## src/rtl/felv_ram.sv

```systemverilog
`default_nettype none
// ----------------------------------------------------------------------------
// felv_ram
// Generic single-write, single-read RAM with a registered read port.
// ----------------------------------------------------------------------------
module felv_ram #(
    parameter int WIDTH = 32,
    parameter int DEPTH = 16
) (
    input  wire logic                                   i_clk,
    input  wire logic                                   i_wr_en,
    input  wire logic [((DEPTH > 1) ? $clog2(DEPTH) : 1)-1:0] i_wr_addr,
    input  wire logic [WIDTH-1:0]                       i_wr_data,
    input  wire logic                                   i_rd_en,
    input  wire logic [((DEPTH > 1) ? $clog2(DEPTH) : 1)-1:0] i_rd_addr,
    output logic      [WIDTH-1:0]                       o_rd_data
);

    logic [WIDTH-1:0] r_mem [DEPTH];

    // Write port.
    always_ff @(posedge i_clk) begin
        if (i_wr_en) begin
            r_mem[i_wr_addr] <= i_wr_data;
        end
    end

    // Registered read port.
    always_ff @(posedge i_clk) begin
        if (i_rd_en) begin
            o_rd_data <= r_mem[i_rd_addr];
        end
    end

endmodule
`default_nettype wire

```

## config.mk

```make
export PLATFORM = sky130hd
export DESIGN_NAME = felv_ram
export DESIGN_NICKNAME = d
export VERILOG_FILES = /design/src/rtl/felv_ram.sv
export SDC_FILE = /design/constraint.sdc
export NUM_CORES = 1
export LEC_CHECK = 0
export BUFFER_PORTS_ARGS = -buffer_cell sky130_fd_sc_hd__buf_4
export CAP_MARGIN = 20
export CORE_MARGIN = 4
export CORE_UTILIZATION = 55
export DETAILED_ROUTE_END_ITERATION = 16
export PLACE_DENSITY = 0.79
export REMOVE_ABC_BUFFERS = 1
export SYNTH_ARGS = -nofsm -noshare
export SYNTH_HDL_FRONTEND = slang
export SYNTH_SLANG_ARGS = --single-unit
```

## constraint.sdc

```tcl
create_clock -name i_clk -period 4.5 [get_ports i_clk]
set_input_delay 0.9 -clock i_clk [delete_from_list [all_inputs] [get_ports i_clk]]
set_output_delay 0.9 -clock i_clk [all_outputs]
set_load 0.02 [all_outputs]
```

==> flow_summary.ini, run 1 <==
[status]
status = finished clean

[clock_tree]
cts_hold_buf = 0
cts-root-buf = clkbuf_16
path_clk_slew_ns = 0.07
htreeDepth = 2
post-cts-setup-buffers = 0
clock_latency_ns = 0.56
clockBufferDepth = 3
cts-resized-gates = 0
cts_made_buffers = 51
clock-sinks = 544
cts_tree = yes

[pwr]
max-vdd-ir-drop_mv = 0.2920
power.leakage_uw = 0.007363
power.density_mw_per_mm2 = 445.4

[layout]
fin_area_mm2 = 0.02307
final_layout_size_suffix_gt1_share_pct = 31.74
fill_cells = 2255
area_growth_pct = 14.34
utilization_pct = 64.23
fin_nets = 990
antennaDiodeCount = 0

[floorplanning]
die-area_mm2 = 0.03981
rows = 69
fp.dieH_um = 199.5
ioPinCount = 75
die_w_um = 199.5
core_area_mm2 = 0.03591
start_util_pct = 56.17

[sta]
finalSetupTns_ns = 0
worst_pin_slew_ns = 1.034
hold_viol = 0
relSlewSlack_pct = 31.10
period_needed_ns = 2.473
skew_ns = 0.01285
fin_crit_sh_pct = 54.95
hold_ws_ns = 0.6461
setup_viol = 0
max_freq_ghz = 0.4044
drv_slew = 0
rsz0062_at_grt = no

[worst_setup_path]
start_kind = input pin
required_ns = 4.79
reg2reg_depth = 3
arrival_ns = 2.76
cp-end-kind = flop
path_max_fanout = 84
crit_type = input pin to flop

[global_routing]
grt_pass1_wl_um = 63790
grt_usage_pct = 21.86
first_global_vias = 9830
grt_max_degree = 85
grt_overflow = 0
antenna_found_initial = 1

[logic_synthesis]
ys_seq_area_share_pct = 80.97
synth.ff_latch_count = 544
synthesis.area_mm2 = 0.02017
synthMuxAreaShare_pct = 14.29
avgSynthCellArea_um2 = 24.07
syn_inst = 838
ys_warn_count = 0
synth-xor-area-share_pct = 0
synthAdderAreaFrac_pct = 0
synthSimpleGateAreaFrac_pct = 1.253
synth.distinct_cells = 17
synth_top_family_by_area = multiplexers
synth_compound_area_share_pct = 2.382

[hold_path]
hold_depth = 1
min_path_type = input pin to flop

[routing]
drt_wl_total_um = 42480
post-route-drc-count = 0
num_vias = 9290
vias_per_cell = 6.420
wl_per_cell_um = 29.36
firstDrtPassIters = 5
drtIter0Drc = 1053
postRouteAntennaNets = 0

[run]
maxCapViolations = 0

[place]
dpl-instance-area_mm2 = 0.02147
post-dp-hpwl_um = 21960
port_buffers = 74
routabilityCongestion = 0.7057
[critical path, stage by stage]
cell and delay (ns):
buf_4 0.42, buf_12 0.45, mux4_2 0.41, a22oi_1 0.33
nand2_1 0.11
[metal layers]
| metal | up-vias | global-route usage, % | part of all wire [%] |
|---|---|---|---|
| li1 | 3826 | - | - |
| met3 | 79 | 3.271 | 7.0 |
| met2 | 482 | 37.41 | 52 |
| met1 | 4901 | 29.98 | 38 |
| met4 | 2 | 6.088 | 2.5 |
| met5 | - | 0 | 0.031 |
[worst paths after layout]
kind | slack [ns] | endpoint | from
max | 2.03 | o_rd_data[19] | i_rd_addr[1]
min | 0.65 | r_mem[13][1] | i_wr_data[1]
max reg2reg | 2.90 | o_rd_data[31] | r_mem[0][31]
min reg2reg | 0.73 | o_rd_data[15] | r_mem[12][15]
[cell usage in the layout (no fill, tap or decap), drive strengths merged]
cell type,count
edfxtp,544
a22oi,64
mux4,128
buf,98
bufinv,2
nand3b,2
nand3,1
clkinv,22
or3b,1
nor3,4
nand2,33
and2,1
nor2b,2
clkbuf,69
nand2b,2
nor2,13
[synthesized netlist by cell type (all sizes together)]
library cell  instances  area share, %
edfxtp              544             81
mux4                128             14
a22oi                64            2.4
nand2                33           0.61
buf                  26           0.79
clkbuf               17           0.32
nor2                 13           0.24
nor3                  4          0.099
nand2b                2          0.062
nand3b                2          0.074
nor2b                 2          0.062
and2                  1          0.031
nand3                 1          0.025
or3b                  1          0.043
[where the power goes]
group | switching [uW] | internal, uW
Clock | 1730 | 2260
Sequential | 38.3 | 5710
Combinational | 314 | 227
[cells by family after synthesis]
logic type      Yosys count
mux                     128
flops                   544
simple gates             59
compound gates           64
buf+inv                  43
[state kept, by name (all words and copies together), names as in the netlist]
signal and cells:
o_rd_data 32, r_mem 512
[metrics by stage]
| step | std cells | worst slack, ns | power (uW) |
|---|---|---|---|
| global placement | 1351 | 1.516 | 6359 |
| detailed placement | 1353 | 1.512 | 6387 |
| floorplan | 795 | 0.4204 | 6090 |
| finish | 1447 | 2.027 | 10270 |
| global route | 1447 | 1.926 | 10600 |
| CTS | 1445 | 2.081 | 10320 |
[cell type report]
class | count | area, um2 | area share, %
repair buffers | 99 | 867.1 | 3.759
well taps | 461 | 576.8 | 2.501
clock buffers | 68 | 1383 | 5.994
flip-flops and latches | 544 | 16340 | 70.82
clock inverters | 24 | 155.1 | 0.6726
multi-input cells | 251 | 3750 | 16.26
(Power assumes the default switching activity.)
==> inputs of run 2 (changes only) <==
--- a/config.mk
+++ b/config.mk
@@ -10,7 +10,7 @@
 export CORE_MARGIN = 4
 export CORE_UTILIZATION = 55
 export DETAILED_ROUTE_END_ITERATION = 16
-export PLACE_DENSITY = 0.79
+export PLACE_DENSITY = 0.82
 export REMOVE_ABC_BUFFERS = 1
 export SYNTH_ARGS = -nofsm -noshare
 export SYNTH_HDL_FRONTEND = slang
==> constraint.sdc (replaced) <==
create_clock -name i_clk -period 2.1 [get_ports i_clk]
set_input_delay 0.42 -clock i_clk [delete_from_list [all_inputs] [get_ports i_clk]]
set_output_delay 0.42 -clock i_clk [all_outputs]
set_load 0.02 [all_outputs]
==> flow_summary.ini, run 2 (synthesis gave the netlist of run 1 again) <==
[pwr]
power.leakage_uw = 0.007651
max-vdd-ir-drop_mv = 0.8613
power.density_mw_per_mm2 = 946.1

[clock_tree]
clockBufferDepth = 3
cts_made_buffers = 50
cts_tree = yes
htreeDepth = 2
clock-sinks = 544
cts-root-buf = clkbuf_16
path_clk_slew_ns = 0.07
cts-resized-gates = 0
clock_latency_ns = 0.57
post-cts-setup-buffers = 0
cts_hold_buf = 0

[floorplanning]
fp.dieH_um = 199.5
ioPinCount = 75
core_area_mm2 = 0.03591
die_w_um = 199.5
die-area_mm2 = 0.03981
rows = 69
start_util_pct = 56.17

[place]
dp_slack_ns = 0.01539
placed_cells = 1394
post-dp-hpwl_um = 23780
port_buffers = 74
routabilityCongestion = 0.7755

[routing]
post-route-drc-count = 0
drtIter0Drc = 1223
vias_per_cell = 6.554
num_vias = 9732
postRouteAntennaNets = 0
drt_wl_total_um = 45700
wl_per_cell_um = 30.77
firstDrtPassIters = 5

[sta]
drv_slew = 0
relSlewSlack_pct = 57.09
period_needed_ns = 1.650
hold_viol = 0
rsz0062_at_grt = no
skew_ns = 0.02808
hold_ws_ns = 0.1470
worst_pin_slew_ns = 0.6437
fin_crit_sh_pct = 78.59
finalSetupTns_ns = 0
layout_setup_ws_ns = 0.4495
setup_viol = 0
max_freq_ghz = 0.6059

[layout]
final_layout_size_suffix_gt1_share_pct = 34.96
layout_common_cells = edfxtp_1, mux4_2, buf_4, a22oi_1, clkbuf_16
area_growth_pct = 17.46
layout_commonest_cell = edfxtp_1
antennaDiodeCount = 0
multi_input_area_mm2 = 0.003750
top_regs = r_mem: 512 flops, o_rd_data: 32 flops
largest_reg_flops = 512
regArea_mm2 = 0.01634
top_register = r_mem
fin_cells = 1485
fill_cells = 2129
fin_nets = 1028

[global_routing]
grt_max_degree = 53
antenna_found_initial = 0
first_global_vias = 10410
grt_usage_pct = 23.64
grt_overflow = 0
grt_pass1_wl_um = 68410
top_usage_layer = met2
met2_usage_pct = 39.20
grt_use_met1_pct = 32.45
grtUsageMet3_pct = 4.906

[worst_setup_path]
path_max_fanout = 1
max_stage_delay_ns = 0.49
crit_type = flop to flop
start_kind = flop
crit_cells = 3
cp-end-kind = flop
crit_family = multiplexers
cp_slowest_cell = mux4_2
reg2reg_depth = 3
path_cells = mux4_2 > a22oi_1 > nand2_1
required_ns = 2.40
arrival_ns = 1.95
crit_buf_inv = 0

[hold_path]
min_path_type = input pin to flop
hold_depth = 1

[run]
maxCapViolations = 0

[status]
status = finished clean
run 2: changes by cell type in the layout (fill, tap and decap cells not counted), moves of 2 or more:
cell,previous run,this run
buf_12,3,34
buf_16,4,0
buf_4,91,103
bufinv_16,2,4
clkbuf_1,15,12
clkbuf_16,53,51
clkinv_1,12,8
clkinv_4,0,2
clkinvlp_4,0,2
run 2: report_power, final:
part	switching [uW]	total [uW]	leakage (uW)	internal, uW
Clock	3880	8840	0.000768	4950
Combinational	715	1270	0.00194	554
Sequential	85.2	12300	0.00494	12200
run 2: layer usage:
metal  vias to the layer above  part of all wire (%)
li1                       3907                     -
met1                      5115                    37
met2                       609                    51
met3                       101                   8.9
met4                         0                   3.2
met5                         -                     0
run 2: final cells by class:
type	count	share of cell area, %
Clock buffer	63	5.576
Clock inverter	28	1.040
Multi-Input combinational cell	251	15.82
Sequential cell	544	68.93
Tap cell	461	2.434
Timing Repair Buffer	138	6.193
run 2: final timing paths:
path	to	from	slack (ns)
worst max-delay path	o_rd_data[3]	r_mem[11][3]	0.45
worst max register to register	o_rd_data[3]	r_mem[11][3]	0.45
worst min-delay path	r_mem[5][30]	i_wr_data[30]	0.15
worst min register to register	o_rd_data[19]	r_mem[12][19]	0.76
run 2: per-stage QoR:
stage / total power (uW) / utilization (%) / cell area (um2)
after floorplan: 13050 / - / 19950
after global placement: 13740 / 61.62 / 22130
after detailed placement: 13790 / 61.62 / 22130
after CTS: 22530 / 65.98 / 23700
after global routing: 23110 / 65.98 / 23700
final: 22420 / 65.98 / 23700
