===== src/rtl/felv_pkg.sv =====
`default_nettype none
// ----------------------------------------------------------------------------
// felv_pkg
// Shared types, constants and fixed-point helpers for the element load
// vector block.
// ----------------------------------------------------------------------------
package felv_pkg;

    // Table sizes and the stored width of a global node number.
    localparam int MAX_NODES        = 16;
    localparam int MAX_QUAD         = 16;
    localparam int NODE_NUMBER_BITS = 24;

    // Index and count widths that follow from the table sizes.
    localparam int NODE_W       = (MAX_NODES > 1) ? $clog2(MAX_NODES) : 1;
    localparam int QUAD_W       = (MAX_QUAD > 1) ? $clog2(MAX_QUAD) : 1;
    localparam int NODE_CNT_W   = $clog2(MAX_NODES + 1);
    localparam int QUAD_CNT_W   = $clog2(MAX_QUAD + 1);
    localparam int BASIS_DEPTH  = 1 << (NODE_W + QUAD_W);
    localparam int NODE_STORE_W = (NODE_NUMBER_BITS < 24) ? NODE_NUMBER_BITS : 24;

    // Fixed field widths.
    localparam int ROW_W   = 24;
    localparam int VALUE_W = 32;
    localparam int Q18_W   = 18;
    localparam int CFG_W   = 5;

    // Datapath widths: basis*weight product rounded to Q4.16, that times a
    // Q16.16 source, and the sum over all quadrature points.
    localparam int P_W    = 20;
    localparam int PROD_W = 64;
    localparam int ACC_W  = 52 + QUAD_W;
    localparam int RND_W  = 48;

    // Command codes of the input item.
    typedef enum logic [2:0] {
        CMD_LOAD_BASIS  = 3'd0,
        CMD_LOAD_WEIGHT = 3'd1,
        CMD_LOAD_NODE   = 3'd2,
        CMD_LOAD_SOURCE = 3'd3,
        CMD_COMPUTE     = 3'd4
    } t_cmd;

    // Configuration register indexes.
    typedef enum logic {
        CFG_NODES = 1'b0,
        CFG_QUAD  = 1'b1
    } t_cfg_idx;

    // Sequencer states.
    typedef enum logic [3:0] {
        ST_IDLE,
        ST_READ,
        ST_MUL_BW,
        ST_ROUND_P,
        ST_MUL_PRE,
        ST_MUL_PIM,
        ST_ACC_IM,
        ST_ROUND_S,
        ST_MUL_SRE,
        ST_MUL_SIM,
        ST_OUT
    } t_state;

    // Operand pair on the shared multiplier.
    typedef enum logic [2:0] {
        MS_BW,
        MS_PRE,
        MS_PIM,
        MS_SRE,
        MS_SIM
    } t_mul_sel;

    // Datapath controls from the sequencer.
    typedef struct packed {
        logic     rd_en;
        logic     det_en;
        t_mul_sel mul_sel;
        logic     prod_en;
        logic     p_en;
        logic     acc_clr;
        logic     acc_re_en;
        logic     acc_im_en;
        logic     s_en;
        logic     c_re_en;
        logic     out_load;
        logic     last;
    } t_ctrl;

    // Saturate a 32-bit value to the Q2.16 range of an 18-bit entry.
    function automatic logic signed [Q18_W-1:0] sat_q18(input logic signed [VALUE_W-1:0] v);
        logic signed [Q18_W-1:0] r;
        if (v > 32'sd131071) begin
            r = 18'sd131071;
        end else if (v < -32'sd131072) begin
            r = -18'sd131072;
        end else begin
            r = v[Q18_W-1:0];
        end
        return r;
    endfunction

    // Saturate to 32-bit signed.
    function automatic logic signed [VALUE_W-1:0] sat_s32(input logic signed [RND_W-1:0] v);
        logic signed [VALUE_W-1:0] r;
        if (v > 48'sd2147483647) begin
            r = 32'sh7FFF_FFFF;
        end else if (v < -48'sd2147483648) begin
            r = 32'sh8000_0000;
        end else begin
            r = v[VALUE_W-1:0];
        end
        return r;
    endfunction

    // Basis times weight, rounded half up from Q4.32 to Q4.16.
    function automatic logic signed [P_W-1:0] round_p(input logic signed [PROD_W-1:0] v);
        logic signed [35:0] t;
        t = v[35:0] + 36'sd32768;
        return t[35:16];
    endfunction

    // Accumulated sum rounded half up to Q.16 and saturated.
    function automatic logic signed [VALUE_W-1:0] round_acc(input logic signed [ACC_W-1:0] v);
        logic signed [ACC_W-1:0] t;
        logic signed [ACC_W-17:0] h;
        t = v + ACC_W'(32768);
        h = t[ACC_W-1:16];
        return sat_s32(RND_W'(h));
    endfunction

    // Scaled product rounded half up to Q16.16 and saturated.
    function automatic logic signed [VALUE_W-1:0] round_prod(input logic signed [PROD_W-1:0] v);
        logic signed [PROD_W-1:0] t;
        t = v + 64'sd32768;
        return sat_s32(t[PROD_W-1:16]);
    endfunction

    // Register value clamped to 1..limit.
    function automatic logic [6:0] clamp_cnt(input logic [CFG_W-1:0] v, input int limit);
        logic [6:0] r;
        if (v == '0) begin
            r = 7'd1;
        end else if (int'(v) > limit) begin
            r = 7'(limit);
        end else begin
            r = 7'(v);
        end
        return r;
    endfunction

endpackage
`default_nettype wire


===== src/rtl/felv_dp.sv =====
`default_nettype none
// ----------------------------------------------------------------------------
// felv_dp
// Datapath around one shared 32x32 signed multiplier: product rounding,
// complex accumulation, determinant scaling and the result register.
// ----------------------------------------------------------------------------
module felv_dp
    import felv_pkg::*;
(
    input  wire logic                       i_clk,
    input  wire t_ctrl                      i_ctrl,
    input  wire logic signed [VALUE_W-1:0]  i_det,
    input  wire logic signed [Q18_W-1:0]    i_basis,
    input  wire logic signed [Q18_W-1:0]    i_weight,
    input  wire logic signed [VALUE_W-1:0]  i_src_re,
    input  wire logic signed [VALUE_W-1:0]  i_src_im,
    input  wire logic [NODE_STORE_W-1:0]    i_node_number,
    output logic [ROW_W-1:0]                o_row_number,
    output logic signed [VALUE_W-1:0]       o_coef_re,
    output logic signed [VALUE_W-1:0]       o_coef_im,
    output logic                            o_last
);

    logic signed [VALUE_W-1:0] r_det;
    logic signed [PROD_W-1:0]  r_prod;
    logic signed [P_W-1:0]     r_p;
    logic signed [ACC_W-1:0]   r_acc_re;
    logic signed [ACC_W-1:0]   r_acc_im;
    logic signed [VALUE_W-1:0] r_s_re;
    logic signed [VALUE_W-1:0] r_s_im;
    logic signed [VALUE_W-1:0] r_c_re;

    logic signed [VALUE_W-1:0] mul_a;
    logic signed [VALUE_W-1:0] mul_b;
    logic signed [PROD_W-1:0]  mul_y;

    // Operand selection for the shared multiplier.
    always_comb begin
        case (i_ctrl.mul_sel)
            MS_BW: begin
                mul_a = VALUE_W'(i_basis);
                mul_b = VALUE_W'(i_weight);
            end
            MS_PRE: begin
                mul_a = VALUE_W'(r_p);
                mul_b = i_src_re;
            end
            MS_PIM: begin
                mul_a = VALUE_W'(r_p);
                mul_b = i_src_im;
            end
            MS_SRE: begin
                mul_a = r_s_re;
                mul_b = r_det;
            end
            MS_SIM: begin
                mul_a = r_s_im;
                mul_b = r_det;
            end
            default: begin
                mul_a = '0;
                mul_b = '0;
            end
        endcase
        mul_y = mul_a * mul_b;
    end

    // Multiplier output, rounded product and determinant.
    always_ff @(posedge i_clk) begin
        if (i_ctrl.det_en) begin
            r_det <= i_det;
        end
        if (i_ctrl.prod_en) begin
            r_prod <= mul_y;
        end
        if (i_ctrl.p_en) begin
            r_p <= round_p(r_prod);
        end
    end

    // Complex accumulation over the quadrature points of one node.
    always_ff @(posedge i_clk) begin
        if (i_ctrl.acc_clr) begin
            r_acc_re <= '0;
            r_acc_im <= '0;
        end else begin
            if (i_ctrl.acc_re_en) begin
                r_acc_re <= r_acc_re + r_prod[ACC_W-1:0];
            end
            if (i_ctrl.acc_im_en) begin
                r_acc_im <= r_acc_im + r_prod[ACC_W-1:0];
            end
        end
    end

    // Rounded sums and the scaled real part.
    always_ff @(posedge i_clk) begin
        if (i_ctrl.s_en) begin
            r_s_re <= round_acc(r_acc_re);
            r_s_im <= round_acc(r_acc_im);
        end
        if (i_ctrl.c_re_en) begin
            r_c_re <= round_prod(r_prod);
        end
    end

    // Result register; the multiplier still holds the scaled imaginary part.
    always_ff @(posedge i_clk) begin
        if (i_ctrl.out_load) begin
            o_row_number <= ROW_W'(i_node_number);
            o_coef_re    <= r_c_re;
            o_coef_im    <= round_prod(r_prod);
            o_last       <= i_ctrl.last;
        end
    end

endmodule
`default_nettype wire


===== config.mk =====
export PLATFORM = sky130hd
export DESIGN_NAME = felv_dp
export DESIGN_NICKNAME = d
export VERILOG_FILES = /design/src/rtl/felv_pkg.sv /design/src/rtl/felv_dp.sv
export SDC_FILE = /design/constraint.sdc
export NUM_CORES = 2
export LEC_CHECK = 0
export BUFFER_PORTS_ARGS = -buffer_cell sky130_fd_sc_hd__buf_4
export CAP_MARGIN = 20
export CELL_PAD_IN_SITES_DETAIL_PLACEMENT = 0
export CELL_PAD_IN_SITES_GLOBAL_PLACEMENT = 2
export CORE_AREA = 3 3 369 371
export DETAILED_ROUTE_END_ITERATION = 10
export DIE_AREA = 0 0 372 374
export PLACE_DENSITY_LB_ADDON = 0.1
export SETUP_SLACK_MARGIN = 0.3
export SYNTH_ARGS = -nofsm -noshare
export SYNTH_HDL_FRONTEND = slang
export SYNTH_SLANG_ARGS = --single-unit

===== constraint.sdc =====
create_clock -name i_clk -period 27 [get_ports i_clk]
set_input_delay 1.35 -clock i_clk [delete_from_list [all_inputs] [get_ports i_clk]]
set_output_delay 1.35 -clock i_clk [all_outputs]
set_load 0.005 [all_outputs]

==> summary.txt <==
Global route
  – GRT Util Overall: 0.2994
  – Initial antenna violation count: 9
  – Number of global-route vias before repair: 47920
  – Gr ovfl total: 0
  – Largest net degree at the start of global routing: 73
  – First-pass GRT wire length: 310.7 mm

Detailed routing
  – Vias: roughly 46000
  – Vias per std cell: 5.515
  – DR WL/cell: 24.18 um
  – Number of routed nets with antenna violations: 0
  – 1st-pass router iterations: 6
  – Drt total wl: 203.5 mm
  – DRC viols: 0
  – First DRT Iteration DRCs: approximately 3500

Clock tree
  – Clk pin slew, worst setup/hold paths: 60 ps
  – CTS Buffer Depth: 3
  – Post-CTS Setup Inserts: 0
  – Post-CTS sizing: 0
  – Root buf cell: clkbuf_16
  – CTS tree: done
  – Sinks on Clock Net: a little over 400
  – CTS buffer count: 50
  – H-tree levels: 2
  – Worst skew pair latency: 650 ps
  – # hold bufs at CTS: 0

Synth
  – Netlist Area Pre-Place: 0.05980 sq mm
  – Avg Inst Size Synth: 9.266 sq um
  – Post-synth ARST share: 0
  – Yosys cell types: ~90
  – Mapped Cells: approximately 6500
  – Post-synth EDFFs: 301
  – Most used DFF post-synth: edfxtp_1
  – Yosys warning count: 0
  – Yosys reg bits: 413
  – Mapped Nets: 8006
  – Register area share after synthesis: 0.1886

Floorplan
  – Die Area: roughly 0.14 sq mm
  – Core Area: 0.1333 sq mm
  – Initial Util: 0.4487
  – Die height: 374 um
  – Die outline width: ~370 um
  – Top Ports: 260
  – Rows: ~130

Worst setup path
  – Max stage delay on crit path: 730 ps
  – Reg2reg setup slack: 16690 ps
  – Crit Reg-Reg Startpoint: r_p[19]
  – Worst-path maximum fanout: 50
  – Worst path required time: 27390 ps
  – CP Capture Type: flip-flop
  – R2r endpoint: r_prod[63]
  – Arrival @ worst endpoint: 12810 ps
  – Top cell by count, worst path: fa_1
  – Crit-path slowest cell: nor4_1
  – Depth of the most critical reg-to-reg path: 33
  – Path type of the worst setup path: in -> reg
  – CP startpoint kind: input pin

Timing
  – Worst Tran Pin Value: 1178 ps
  – RSZ-0062 raised after global routing: no
  – Pins Over Slew Limit: 0
  – Hold_ws: approximately 420 ps
  – Minimum clock period: 12430 ps
  – Setup TNS: 0 ps
  – Clock skew: between 50 and 60 ps
  – Setup violators final: 0
  – Peak Freq: just over 0.08 GHz
  – Hold Vio Cnt, Final: 0
  – Relative slew margins: 0.2066
  – Tcrit/Tclk final: 0.4602

Placed design
  – Placer Congestion: 0.9174
  – Port Buffer Count: roughly 260
  – Placed cell count: 8319
  – Dpl hpwl: 162.7 mm

Layout
  – Layout area overhead: 9.999%
  – # fillers: between 10000 and 15000
  – Most common cell after layout, fill and taps aside: inv_1
  – Final Util: 0.4935
  – Nets: about 8200
  – Share of cells above drive strength 1: 0.09061
  – Most frequent cells in the layout: inv_1, fa_1, nor2_1
  – Non-filler cells, final: 8419

Run
  – MaxCap Viol Count: 0

Hold path
  – Hold Path Class: reg -> reg
  – Worst hold stages: 0
  – Worst Hold Path EP: o_coef_re[24]
  – HP Start: r_c_re[24]

Run status
  – Outcome: complete, no violations
worst max path at each step:
stage,from,endpoint,slack (ps),cells after the start
global route,i_ctrl[11],r_prod[63],13960,35
global placement,i_ctrl[11],r_prod[63],14170,35
floorplan,i_ctrl[10],r_prod[63],16540,34
CTS,i_ctrl[11],r_prod[63],14700,35
detailed placement,i_ctrl[11],r_prod[63],14040,35
finish,i_ctrl[11],r_prod[59],14570,34
cell families (layout without fill, tap and decap cells):
group / after synthesis / count (layout) / synth area share
compound gates: 924 / 924 / 0.09972
xor+xnor: 267 / 267 / 0.03910
fa+ha+maj: 1381 / 1381 / 0.4250
buf+inv: 1485 / 1675 / 0.09401
flops: 413 / 413 / 0.1886
mux: 111 / 111 / 0.01900
other cells: 0 / 7 / 0
simple gates: 1873 / 1873 / 0.1345
registers in the layout, indices dropped and copies added (netlist names):
| name | count |
|---|---|
| o_last | 1 |
| r_acc_im | 56 |
| r_c_re | 32 |
| r_prod | 64 |
| r_s_im | 32 |
| o_coef_im | 32 |
| r_p | 20 |
| r_det | 32 |
| o_row_number | 24 |
| r_s_re | 32 |
| r_acc_re | 56 |
| o_coef_re | 32 |
synthesized netlist by cell type, types with 91 or more instances:
library cell	count	share of area
ha_1	297	0.062
nor2_1	753	0.047
xnor2_1	150	0.022
o21ai_0	191	0.016
inv_1	1185	0.074
nand2_1	711	0.045
a21oi_1	252	0.021
a21o_1	116	0.015
clkbuf_1	276	0.017
dfxtp_1	112	0.037
fa_1	1084	0.36
edfxtp_1	301	0.15
mux2i_1	91	0.015
xor2_1	117	0.017
final cells by class:
cell class,instances,area [sq um],share of cell area
inverter,1188,4459,0.06779
clock inverter,26,366.6,0.005573
tap,1768,2212,0.03363
timing repair buffer,394,2958,0.04497
antenna,7,17.52,0.0002663
clock buffer,67,1335,0.02030
sequential,413,11280,0.1715
multi-input combinational,4556,43150,0.6560
layer usage:
| layer | part of all wire | track usage | vias up |
|---|---|---|---|
| met1 | 0.44 | 0.4269 | 24080 |
| met3 | 0.066 | 0.04674 | 232 |
| li1 | - | - | 20740 |
| met5 | 0.000059 | 0 | - |
| met2 | 0.47 | 0.4781 | 1382 |
| met4 | 0.027 | 0.07438 | 2 |
stage by stage:
step / setup slack [ps] / area, sq um
after CTS: 14700 / 65760
after global routing: 13960 / 65770
final: 14570 / 65780
after floorplan: 16540 / 59800
after global placement: 14170 / 64050
after detailed placement: 14040 / 64060
worst max-delay path: cells and delay by family:
| kind | cells | cell delay (ps) |
|---|---|---|
| and+or+nand+nor | 8 | 2620 |
| AOI/OAI and AO/OA | 5 | 1140 |
| buffers and inverters | 11 | 2850 |
| adders and majority gates | 9 | 4460 |
| xor gates and xnor gates | 1 | 150 |
Power is left out: the tool's default activity adds up to more than one toggle a clock period on the data nets, which glitch-free logic cannot reach.
