**src/rtl/felv_pkg.sv**
```systemverilog
`default_nettype none
// ----------------------------------------------------------------------------
// felv_pkg
// Shared types, constants and fixed-point helpers for the element load
// vector block.
// ----------------------------------------------------------------------------
package felv_pkg;

    // Table sizes and the stored width of a global node number.
    localparam int MAX_NODES        = 16;
    localparam int MAX_QUAD         = 16;
    localparam int NODE_NUMBER_BITS = 24;

    // Index and count widths that follow from the table sizes.
    localparam int NODE_W       = (MAX_NODES > 1) ? $clog2(MAX_NODES) : 1;
    localparam int QUAD_W       = (MAX_QUAD > 1) ? $clog2(MAX_QUAD) : 1;
    localparam int NODE_CNT_W   = $clog2(MAX_NODES + 1);
    localparam int QUAD_CNT_W   = $clog2(MAX_QUAD + 1);
    localparam int BASIS_DEPTH  = 1 << (NODE_W + QUAD_W);
    localparam int NODE_STORE_W = (NODE_NUMBER_BITS < 24) ? NODE_NUMBER_BITS : 24;

    // Fixed field widths.
    localparam int ROW_W   = 24;
    localparam int VALUE_W = 32;
    localparam int Q18_W   = 18;
    localparam int CFG_W   = 5;

    // Datapath widths: basis*weight product rounded to Q4.16, that times a
    // Q16.16 source, and the sum over all quadrature points.
    localparam int P_W    = 20;
    localparam int PROD_W = 64;
    localparam int ACC_W  = 52 + QUAD_W;
    localparam int RND_W  = 48;

    // Command codes of the input item.
    typedef enum logic [2:0] {
        CMD_LOAD_BASIS  = 3'd0,
        CMD_LOAD_WEIGHT = 3'd1,
        CMD_LOAD_NODE   = 3'd2,
        CMD_LOAD_SOURCE = 3'd3,
        CMD_COMPUTE     = 3'd4
    } t_cmd;

    // Configuration register indexes.
    typedef enum logic {
        CFG_NODES = 1'b0,
        CFG_QUAD  = 1'b1
    } t_cfg_idx;

    // Sequencer states.
    typedef enum logic [3:0] {
        ST_IDLE,
        ST_READ,
        ST_MUL_BW,
        ST_ROUND_P,
        ST_MUL_PRE,
        ST_MUL_PIM,
        ST_ACC_IM,
        ST_ROUND_S,
        ST_MUL_SRE,
        ST_MUL_SIM,
        ST_OUT
    } t_state;

    // Operand pair on the shared multiplier.
    typedef enum logic [2:0] {
        MS_BW,
        MS_PRE,
        MS_PIM,
        MS_SRE,
        MS_SIM
    } t_mul_sel;

    // Datapath controls from the sequencer.
    typedef struct packed {
        logic     rd_en;
        logic     det_en;
        t_mul_sel mul_sel;
        logic     prod_en;
        logic     p_en;
        logic     acc_clr;
        logic     acc_re_en;
        logic     acc_im_en;
        logic     s_en;
        logic     c_re_en;
        logic     out_load;
        logic     last;
    } t_ctrl;

    // Saturate a 32-bit value to the Q2.16 range of an 18-bit entry.
    function automatic logic signed [Q18_W-1:0] sat_q18(input logic signed [VALUE_W-1:0] v);
        logic signed [Q18_W-1:0] r;
        if (v > 32'sd131071) begin
            r = 18'sd131071;
        end else if (v < -32'sd131072) begin
            r = -18'sd131072;
        end else begin
            r = v[Q18_W-1:0];
        end
        return r;
    endfunction

    // Saturate to 32-bit signed.
    function automatic logic signed [VALUE_W-1:0] sat_s32(input logic signed [RND_W-1:0] v);
        logic signed [VALUE_W-1:0] r;
        if (v > 48'sd2147483647) begin
            r = 32'sh7FFF_FFFF;
        end else if (v < -48'sd2147483648) begin
            r = 32'sh8000_0000;
        end else begin
            r = v[VALUE_W-1:0];
        end
        return r;
    endfunction

    // Basis times weight, rounded half up from Q4.32 to Q4.16.
    function automatic logic signed [P_W-1:0] round_p(input logic signed [PROD_W-1:0] v);
        logic signed [35:0] t;
        t = v[35:0] + 36'sd32768;
        return t[35:16];
    endfunction

    // Accumulated sum rounded half up to Q.16 and saturated.
    function automatic logic signed [VALUE_W-1:0] round_acc(input logic signed [ACC_W-1:0] v);
        logic signed [ACC_W-1:0] t;
        logic signed [ACC_W-17:0] h;
        t = v + ACC_W'(32768);
        h = t[ACC_W-1:16];
        return sat_s32(RND_W'(h));
    endfunction

    // Scaled product rounded half up to Q16.16 and saturated.
    function automatic logic signed [VALUE_W-1:0] round_prod(input logic signed [PROD_W-1:0] v);
        logic signed [PROD_W-1:0] t;
        t = v + 64'sd32768;
        return sat_s32(t[PROD_W-1:16]);
    endfunction

    // Register value clamped to 1..limit.
    function automatic logic [6:0] clamp_cnt(input logic [CFG_W-1:0] v, input int limit);
        logic [6:0] r;
        if (v == '0) begin
            r = 7'd1;
        end else if (int'(v) > limit) begin
            r = 7'(limit);
        end else begin
            r = 7'(v);
        end
        return r;
    endfunction

endpackage
`default_nettype wire

```
**src/rtl/felv_ctrl.sv**
```systemverilog
`default_nettype none
// ----------------------------------------------------------------------------
// felv_ctrl
// Sequencer for the compute transaction: walks local nodes and quadrature
// points, steps the shared multiplier and owns the output valid flag.
// ----------------------------------------------------------------------------
module felv_ctrl
    import felv_pkg::*;
(
    input  wire logic              i_clk,
    input  wire logic              i_rst_n,
    input  wire logic              i_in_valid,
    input  wire logic [2:0]        i_command,
    input  wire logic              i_out_stall,
    input  wire logic [CFG_W-1:0]  i_nodes_cfg,
    input  wire logic [CFG_W-1:0]  i_quad_cfg,
    output logic                   o_in_stall,
    output logic                   o_out_valid,
    output logic [NODE_W-1:0]      o_node,
    output logic [QUAD_W-1:0]      o_quad,
    output t_ctrl                  o_ctrl
);

    t_state              r_state, n_state;
    logic [NODE_W-1:0]   r_node, n_node;
    logic [QUAD_W-1:0]   r_quad, n_quad;
    logic                r_out_valid, n_out_valid;

    logic [NODE_CNT_W-1:0] nn;
    logic [QUAD_CNT_W-1:0] nq;
    logic                  last_q;
    logic                  last_n;
    logic                  out_free;
    logic                  start;

    // Effective counts and loop ends.
    always_comb begin
        logic [6:0] nn_full;
        logic [6:0] nq_full;
        nn_full  = clamp_cnt(i_nodes_cfg, MAX_NODES);
        nq_full  = clamp_cnt(i_quad_cfg, MAX_QUAD);
        nn       = nn_full[NODE_CNT_W-1:0];
        nq       = nq_full[QUAD_CNT_W-1:0];
        last_q   = (QUAD_CNT_W'(r_quad) + QUAD_CNT_W'(1)) == nq;
        last_n   = (NODE_CNT_W'(r_node) + NODE_CNT_W'(1)) == nn;
        out_free = !r_out_valid || !i_out_stall;
        start    = (r_state == ST_IDLE) && i_in_valid && (i_command == CMD_COMPUTE);
    end

    // Next state.
    always_comb begin
        n_state = r_state;
        unique case (r_state)
            ST_IDLE:    if (start) n_state = ST_READ;
            ST_READ:    n_state = ST_MUL_BW;
            ST_MUL_BW:  n_state = ST_ROUND_P;
            ST_ROUND_P: n_state = ST_MUL_PRE;
            ST_MUL_PRE: n_state = ST_MUL_PIM;
            ST_MUL_PIM: n_state = ST_ACC_IM;
            ST_ACC_IM:  n_state = last_q ? ST_ROUND_S : ST_READ;
            ST_ROUND_S: n_state = ST_MUL_SRE;
            ST_MUL_SRE: n_state = ST_MUL_SIM;
            ST_MUL_SIM: n_state = ST_OUT;
            ST_OUT: begin
                if (out_free) begin
                    n_state = last_n ? ST_IDLE : ST_READ;
                end
            end
            default:    n_state = ST_IDLE;
        endcase
    end

    // Datapath controls.
    always_comb begin
        o_ctrl          = '0;
        o_ctrl.mul_sel  = MS_BW;
        o_ctrl.last     = last_n;
        unique case (r_state)
            ST_IDLE: begin
                o_ctrl.acc_clr = 1'b1;
                o_ctrl.det_en  = start;
            end
            ST_READ:    o_ctrl.rd_en = 1'b1;
            ST_MUL_BW: begin
                o_ctrl.mul_sel = MS_BW;
                o_ctrl.prod_en = 1'b1;
            end
            ST_ROUND_P: o_ctrl.p_en = 1'b1;
            ST_MUL_PRE: begin
                o_ctrl.mul_sel = MS_PRE;
                o_ctrl.prod_en = 1'b1;
            end
            ST_MUL_PIM: begin
                o_ctrl.mul_sel   = MS_PIM;
                o_ctrl.prod_en   = 1'b1;
                o_ctrl.acc_re_en = 1'b1;
            end
            ST_ACC_IM:  o_ctrl.acc_im_en = 1'b1;
            ST_ROUND_S: o_ctrl.s_en = 1'b1;
            ST_MUL_SRE: begin
                o_ctrl.mul_sel = MS_SRE;
                o_ctrl.prod_en = 1'b1;
            end
            ST_MUL_SIM: begin
                o_ctrl.mul_sel = MS_SIM;
                o_ctrl.prod_en = 1'b1;
                o_ctrl.c_re_en = 1'b1;
            end
            ST_OUT: begin
                o_ctrl.acc_clr  = 1'b1;
                o_ctrl.out_load = out_free;
            end
            default: begin
                o_ctrl.acc_clr = 1'b1;
            end
        endcase
    end

    // Loop counters and the output valid flag.
    always_comb begin
        n_node      = r_node;
        n_quad      = r_quad;
        n_out_valid = (r_out_valid && i_out_stall) || o_ctrl.out_load;
        if (r_state == ST_IDLE) begin
            n_node = '0;
            n_quad = '0;
        end else if (r_state == ST_ACC_IM) begin
            n_quad = last_q ? '0 : r_quad + QUAD_W'(1);
        end else if (o_ctrl.out_load && !last_n) begin
            n_node = r_node + NODE_W'(1);
        end
    end

    always_ff @(posedge i_clk) begin
        if (!i_rst_n) begin
            r_state     <= ST_IDLE;
            r_node      <= '0;
            r_quad      <= '0;
            r_out_valid <= 1'b0;
        end else begin
            r_state     <= n_state;
            r_node      <= n_node;
            r_quad      <= n_quad;
            r_out_valid <= n_out_valid;
        end
    end

    assign o_in_stall  = (r_state != ST_IDLE);
    assign o_out_valid = r_out_valid;
    assign o_node      = r_node;
    assign o_quad      = r_quad;

endmodule
`default_nettype wire

```
**config.mk**
```make
export PLATFORM = sky130hd
export DESIGN_NAME = felv_ctrl
export DESIGN_NICKNAME = d
export VERILOG_FILES = /design/src/rtl/felv_pkg.sv /design/src/rtl/felv_ctrl.sv
export SDC_FILE = /design/constraint.sdc
export NUM_CORES = 1
export LEC_CHECK = 0
export BUFFER_PORTS_ARGS = -buffer_cell sky130_fd_sc_hd__buf_2
export CAP_MARGIN = 20
export CORE_UTILIZATION = 48
export CTS_CLUSTER_SIZE = 14
export DETAILED_ROUTE_END_ITERATION = 10
export GPL_ROUTABILITY_DRIVEN = 1
export MAX_ROUTING_LAYER = met4
export PLACE_DENSITY = 0.85
export SLEW_MARGIN = 20
export SYNTH_ARGS = -nofsm -noshare
export SYNTH_HDL_FRONTEND = slang
export SYNTH_SLANG_ARGS = --single-unit
```
**constraint.sdc**
```tcl
create_clock -name i_clk -period 2.25 [get_ports i_clk]
set_clock_uncertainty 0.2 [all_clocks]
set_input_delay 0.3375 -clock i_clk [delete_from_list [all_inputs] [get_ports i_clk]]
set_output_delay 0.3375 -clock i_clk [all_outputs]
set_load 0.005 [all_outputs]
```
==> results of run 1 <==
==> area by class of cell <==
| cell class | count | area [µm²] |
|---|---|---|
| Clock buffer | 4 | 26.3 |
| Fill cell | 179 | 661 |
| Inverter | 5 | 18.8 |
| Multi-Input combinational cell | 118 | 758 |
| Sequential cell | 13 | 267 |
| Tap cell | 27 | 33.8 |
| Timing Repair Buffer | 45 | 238 |
==> path summary, 6_finish.rpt <==
check	from	endpoint	slack [ps]	depth (start not counted)
worst max register to register	o_quad[2]$_SDFFE_PP0P_	r_state[1]$_SDFFE_PN0P_	90	6
worst min-delay path	i_rst_n	r_state[1]$_SDFFE_PN0P_	140	2
worst min register to register	o_quad[1]$_SDFFE_PP0P_	o_quad[1]$_SDFFE_PP0P_	300	2
worst max-delay path	o_quad[2]$_SDFFE_PP0P_	r_state[1]$_SDFFE_PN0P_	90	6
==> flip-flops by register name, summed over array words and instances (netlist names) <==
signal / count
o_node: 4
r_state: 4
o_out_valid: 1
o_quad: 4
==> placed cells by master (no fill, tap or decap), types with 6 or more instances in the layout <==
master and instances:
o21ai_0 7, nor2_1 16, nand2_1 18, a21oi_1 13
dfxtp_1 8, buf_2 40, nor3_1 6, xnor2_1 6
==> layer usage <==
metal  GRT usage  vias to the layer above
met5           -                        -
met4      0.0686                        0
met3      0.0377                        0
met2       0.403                       37
met1       0.256                      557
li1            -                      591
==> through the flow <==
step / std cells / util / total power [W] / cell area, µm²
after floorplan: 142 / - / 0.000470 / 1040
after global placement: 206 / 0.636 / 0.000553 / 1270
after detailed placement: 206 / 0.636 / 0.000562 / 1270
after CTS: 212 / 0.656 / 0.000703 / 1310
after global routing: 212 / 0.670 / 0.000757 / 1340
final: 212 / 0.670 / 0.000704 / 1340
==> logic make-up (layout without fill, tap and decap cells) <==
kind of cell | Yosys count | count (layout) | synth area share
simple gates | 69 | 69 | 0.355
compound gates | 35 | 35 | 0.222
flops | 13 | 13 | 0.249
buf+inv | 11 | 54 | 0.0444
xor+xnor | 9 | 9 | 0.0755
fa+ha+maj | 3 | 3 | 0.0336
mux | 2 | 2 | 0.0204
==> where the power goes <==
group	switching [W]	internal, W	total (W)
sequential	0.0000406	0.000247	0.000288
clock	0.0000735	0.0000685	0.000142
combinational	0.000146	0.000128	0.000274
total	0.000260	0.000444	0.000704
==> what timing repair did <==
action,in CTS,in global routing
gates resized for setup,0,8
endpoints found under the setup margin,1,6
gates cloned,0,0
buffers inserted,2,0
hold buffers,0,0
==> qor.csv, run 1 <==
stage;metric;value;unit
clock_network;clockBufferDepth;2;
placed_design;portBuffers;40;
worst_setup_path;worstPathRequired;2210;ps
layout;drive_gt1_frac;0.346;
route;postRouteAntennaNets;0;
sta;finalCritPeriodShare;0.962;
synthesis;yosysTopAreaCell;dfxtp_1;
placed_design;dpl.hpwl;1950;µm
synthesis;yosys_warnings;0;
route;first_pass_iters;4;
synthesis;synth.most_common_cell;nand2_1;
floorplan;fp.coreArea;2000;µm²
floorplan;pin_count;41;
pwr;ir_drop;0.516;mV
worst_setup_path;path_class;reg2reg;
synthesis;synthTopCellsByArea;dfxtp_1, nand2_1, a21oi_1;
pwr;static-leakage-power;0.608;nW
route;drc;0;
sta;hold_viol;0;
clock_network;cts.sinks;13;
synthesis;synthCells;142;
synthesis;synth_seq_cells;13;
synthesis;yosys.cell_types.count;43;
route;post_drt_via_cell_ratio;5.59;
worst_setup_path;cp_slowest_cell;dfxtp_1;
route;wl_met3;120;µm
sta;fmax;462;MHz
run;max_cap_viol_count;0;
floorplan;dieArea;2360;µm²
worst_setup_path;cp_max_fo;7;
layout;nNetsFinal;205;
route;drt_iter0_drc;28;
outcome;outcome;complete, no violations;
clock_network;path_clk_slew;80;ps
global_routing;grt_overflow;0;
synthesis;syn_area;1040;µm²
worst_hold_path;hold_class;in2reg;
sta;fin_setup_tns;0;ps
pwr;p_per_area;525;nW/µm²
sta;fin_crit;2160;ps
route;wl_met2;1350;µm
sta;setup_violations;0;
worst_setup_path;cp-start-kind;flip-flop;
floorplan;rows;16;
synthesis;synth_top_area_frac;0.249;
global_routing;grt_start_max_net_pins;15;
route;vias;1185;
synthesis;synthesis.nets;161;
clock_network;cts_tree;done;
route;top_layer;met3;
route;drt-total-wl;2640;µm
synthesis;synthFlopType;dfxtp_1;
worst_setup_path;worstPathCellList;nand3_2 > xnor2_1 > mux2_2 > o211ai_4 > nor2_1 > o31a_1;
placed_design;gp_congestion;0.923;
floorplan;chipHeight;48.6;µm
sta;setup_ws;86.5;ps
floorplan;die_w;48.6;µm
sta;fin_hold_ws;143;ps
global_routing;antenna_found_initial;0;
synthesis;syn_avg_cell_area;7.35;µm²
synthesis;synth_async_sr_flop_share;0;
clock_network;clk_latency;270;ps
layout;area_growth_syn_to_layout;28.5;%
sta;worst_slew_pin_slew;414;ps
worst_setup_path;critPathArrivalTime;2120;ps
placed_design;dp_worst_setup_slack;74.9;ps
route;met1_length;1170;µm
synthesis;synth_edf_count;0;
sta;slew_violations;0;
worst_setup_path;path_buf_inv;0;
sta;slew_headroom;0.724;
worst_setup_path;critical-path-max-stage-delay;480;ps
global_routing;grt_pass1_vias;1048;
worst_setup_path;critical_path.top_delay_family;compound AO/OA/AOI/OAI gates;
clock_network;h-tree-depth;1;
synthesis;synth_seq_area_share;0.249;
route;post_drt_wl_per_cell;12.5;µm
clock_network;cts_root_buf;clkbuf_4;
global_routing;grt_pass1_wl;4230;µm
worst_setup_path;endpoint_kind;flip-flop;
sta;rsz0062_at_grt;no;
global_routing;grt_use_total;0.226;
layout;num_antenna_cells;0;
floorplan;initial_utilization;0.521;
synthesis;synth_common_cells;nand2_1, nor2_1, a21oi_1, dfxtp_1, o21ai_0;
clock_network;numCtsBuffers;3;
(Power assumes the default switching activity.)
==> inputs of run 2 (changes only) <==
Settings changed: MAX_ROUTING_LAYER met4 to unset, SETUP_SLACK_MARGIN set to 0.4.
==> qor.csv, run 2 (same netlist as run 1, synthesis figures left out) <==
stage;metric;value;unit;change
floorplan;chipHeight;48.6;µm;unchanged
sta;fmax;455;MHz;was 462 MHz
worst_setup_path;worstPathCellList;ha_4 > maj3_2 > o22ai_2 > nand4_2 > inv_2 > buf_2;;was nand3_2 > xnor2_1 > mux2_2 > o211ai_4 > nor2_1 > o31a_1
sta;fin_crit;2200;ps;was 2160 ps
clock_network;numCtsBuffers;3;;unchanged
worst_setup_path;endpoint_kind;output port;;was flip-flop
global_routing;grt_use_total;0.300;;was 0.226
worst_setup_path;worstPathRequired;1710;ps;was 2210 ps
pwr;power.share.sequential;0.292;;was 0.409
floorplan;initial_utilization;0.521;;unchanged
sta;finalCritPeriodShare;0.977;;was 0.962
run;max_cap_viol_count;0;;unchanged
sta;hold_viol;0;;unchanged
clock_network;cts.sinks;13;;unchanged
worst_hold_path;hold_class;in2reg;;unchanged
layout;area_growth_syn_to_layout;75.8;%;was 28.5%
worst_setup_path;critPathArrivalTime;1660;ps;was 2120 ps
sta;slew_violations;0;;unchanged
worst_hold_path;hp-start;i_rst_n;;unchanged
global_routing;antenna_found_initial;0;;unchanged
route;drt-total-wl;5260;µm;was 2640 µm
clock_network;cts_root_buf;clkbuf_4;;unchanged
worst_setup_path;cp-start-kind;flip-flop;;unchanged
worst_setup_path;path_class;reg2out;;was reg2reg
pwr;p_sw_frac;0.410;;was 0.369
placed_design;gp_congestion;0.859;;was 0.923
route;postRouteAntennaNets;0;;unchanged
global_routing;grt_overflow;0;;unchanged
route;post_drt_via_cell_ratio;6.23;;was 5.59
global_routing;grt_pass1_wl;5600;µm;was 4230 µm
floorplan;fp.coreArea;2000;µm²;unchanged
clock_network;path_clk_slew;100;ps;was 80 ps
worst_hold_path;min_to;r_state[1]$_SDFFE_PN0P_;;unchanged
clock_network;clockBufferDepth;2;;unchanged
worst_setup_path;critical_path.top_delay_family;adder cells;;was compound AO/OA/AOI/OAI gates
layout;final_cell_mix;buf_2, buf_4, nand2_1, nor2_1;;was buf_2, nand2_1, nor2_1, a21oi_1, dfxtp_1
layout;utilization;0.916;;was 0.670
floorplan;die_w;48.6;µm;unchanged
floorplan;rows;16;;unchanged
pwr;clock_power_share;0.164;;was 0.202
worst_setup_path;rrSetupSlack;80;ps;was 90 ps
global_routing;grt_pass1_vias;1283;;was 1,048
pwr;power.internal;0.000592;W;was 0.000444 W
route;post_drt_wl_per_cell;21.5;µm;was 12.5 µm
worst_setup_path;path_buf_inv;2;;was 0
pwr;ir_drop;0.646;mV;was 0.516 mV
sta;worst_slew_pin_slew;397;ps;was 414 ps
placed_design;dpl.hpwl;2010;µm;was 1950 µm
clock_network;clk_latency;290;ps;was 270 ps
pwr;static-leakage-power;0.823;nW;was 0.608 nW
placed_design;portBuffers;40;;unchanged
layout;num_antenna_cells;0;;unchanged
worst_hold_path;hold_path_depth;2;;unchanged
sta;fin_hold_ws;113;ps;was 143 ps
floorplan;dieArea;2360;µm²;unchanged
layout;design_area;1830;µm²;was 1340 µm²
sta;slew_headroom;0.735;;was 0.724
route;first_pass_iters;5;;was 4
pwr;report.power.total;0.00100;W;was 0.000704 W
outcome;outcome;complete, no violations;;unchanged
route;vias;1519;;was 1,185
layout;nNetsFinal;237;;was 205
worst_setup_path;r2r_end;o_node[1]$_SDFFE_PP0P_;;was r_state[1]$_SDFFE_PN0P_
worst_setup_path;ff2ff_path_depth;10;;was 6
floorplan;pin_count;41;;unchanged
placed_design;place_area;1310;µm²;was 1270 µm²
worst_setup_path;critical-path-max-stage-delay;370;ps;was 480 ps
global_routing;grt_start_max_net_pins;14;;was 15
sta;fin_setup_tns;0;ps;unchanged
worst_setup_path;cp_slowest_cell;dfxtp_4;;was dfxtp_1
clock_network;cts.hold.buffers_added;0;;unchanged
clock_network;cts_tree;done;;unchanged
pwr;p_per_area;547;nW/µm²;was 525 nW/µm²
layout;layout_commonest_cell;buf_2;;unchanged
worst_setup_path;r2r-start;o_node[0]$_SDFFE_PP0P_;;was o_quad[2]$_SDFFE_PP0P_
pwr;netSwitchingPower;0.000412;W;was 0.000260 W
route;drt_iter0_drc;83;;was 28
pwr;p_comb_frac;0.545;;was 0.389
sta;setup_violations;0;;unchanged
layout;drive_gt1_frac;0.599;;was 0.346
clock_network;h-tree-depth;1;;unchanged
sta;rsz0062_at_grt;yes;;was no
worst_setup_path;cp_max_fo;4;;was 7
route;drc;0;;unchanged
[run 2: layer usage]
layer / GRT usage / wire length, µm / part of all wire / up-vias
met1: 0.335 / 1900 / 0.36 / 697
met2: 0.551 / 2570 / 0.49 / 132
li1: - / - / - / 654
met4: 0.123 / 259 / 0.049 / 0
met3: 0.0535 / 533 / 0.10 / 36
met5: 0 / 0 / 0 / -
[run 2: layout make-up]
cell class                 count  area [µm²]
multi-input combinational    118         940
sequential                    13         292
clock buffer                   4        26.3
timing repair buffer          77         524
fill                          88         168
inverter                       5        18.8
tap                           27        33.8
[run 2: how the worst max path moves through the flow]
stage	from	end	cells past startpoint
6_report	o_node[0]$_SDFFE_PP0P_	o_ctrl[0]	6
3_3_place_gp	o_quad[0]$_SDFFE_PP0P_	r_state[2]$_SDFFE_PN0P_	7
4_1_cts	o_node[1]$_SDFFE_PP0P_	o_ctrl[0]	7
2_1_floorplan	o_quad[0]$_SDFFE_PP0P_	r_state[2]$_SDFFE_PN0P_	7
5_1_grt	o_node[1]$_SDFFE_PP0P_	o_ctrl[0]	6
3_5_place_dp	o_quad[0]$_SDFFE_PP0P_	r_state[2]$_SDFFE_PN0P_	7
[run 2: metrics by stage]
stage          worst slack, ps  std cells
5_1_grt                   1.94        244
4_1_cts                    107        228
3_3_place_gp               254        203
2_1_floorplan              281        142
6_report                  52.5        244
3_5_place_dp               182        203
[run 2: power groups by stage]
| stage | registers, W | logic, W | clock network (W) |
|---|---|---|---|
| floorplan | 0.000258 | 0.000209 | 0 |
| detailed placement | 0.000299 | 0.000253 | 0 |
| global route | 0.000294 | 0.000568 | 0.000170 |
| global placement | 0.000298 | 0.000243 | 0 |
| finish | 0.000293 | 0.000547 | 0.000164 |
| CTS | 0.000306 | 0.000334 | 0.000155 |
[run 2: what timing repair did]
item / in CTS / in global routing
endpoints found under the setup margin: 24 / 21
gates resized for setup: 28 / 29
pin swaps: 26 / 12
setup buffers: 21 / 16
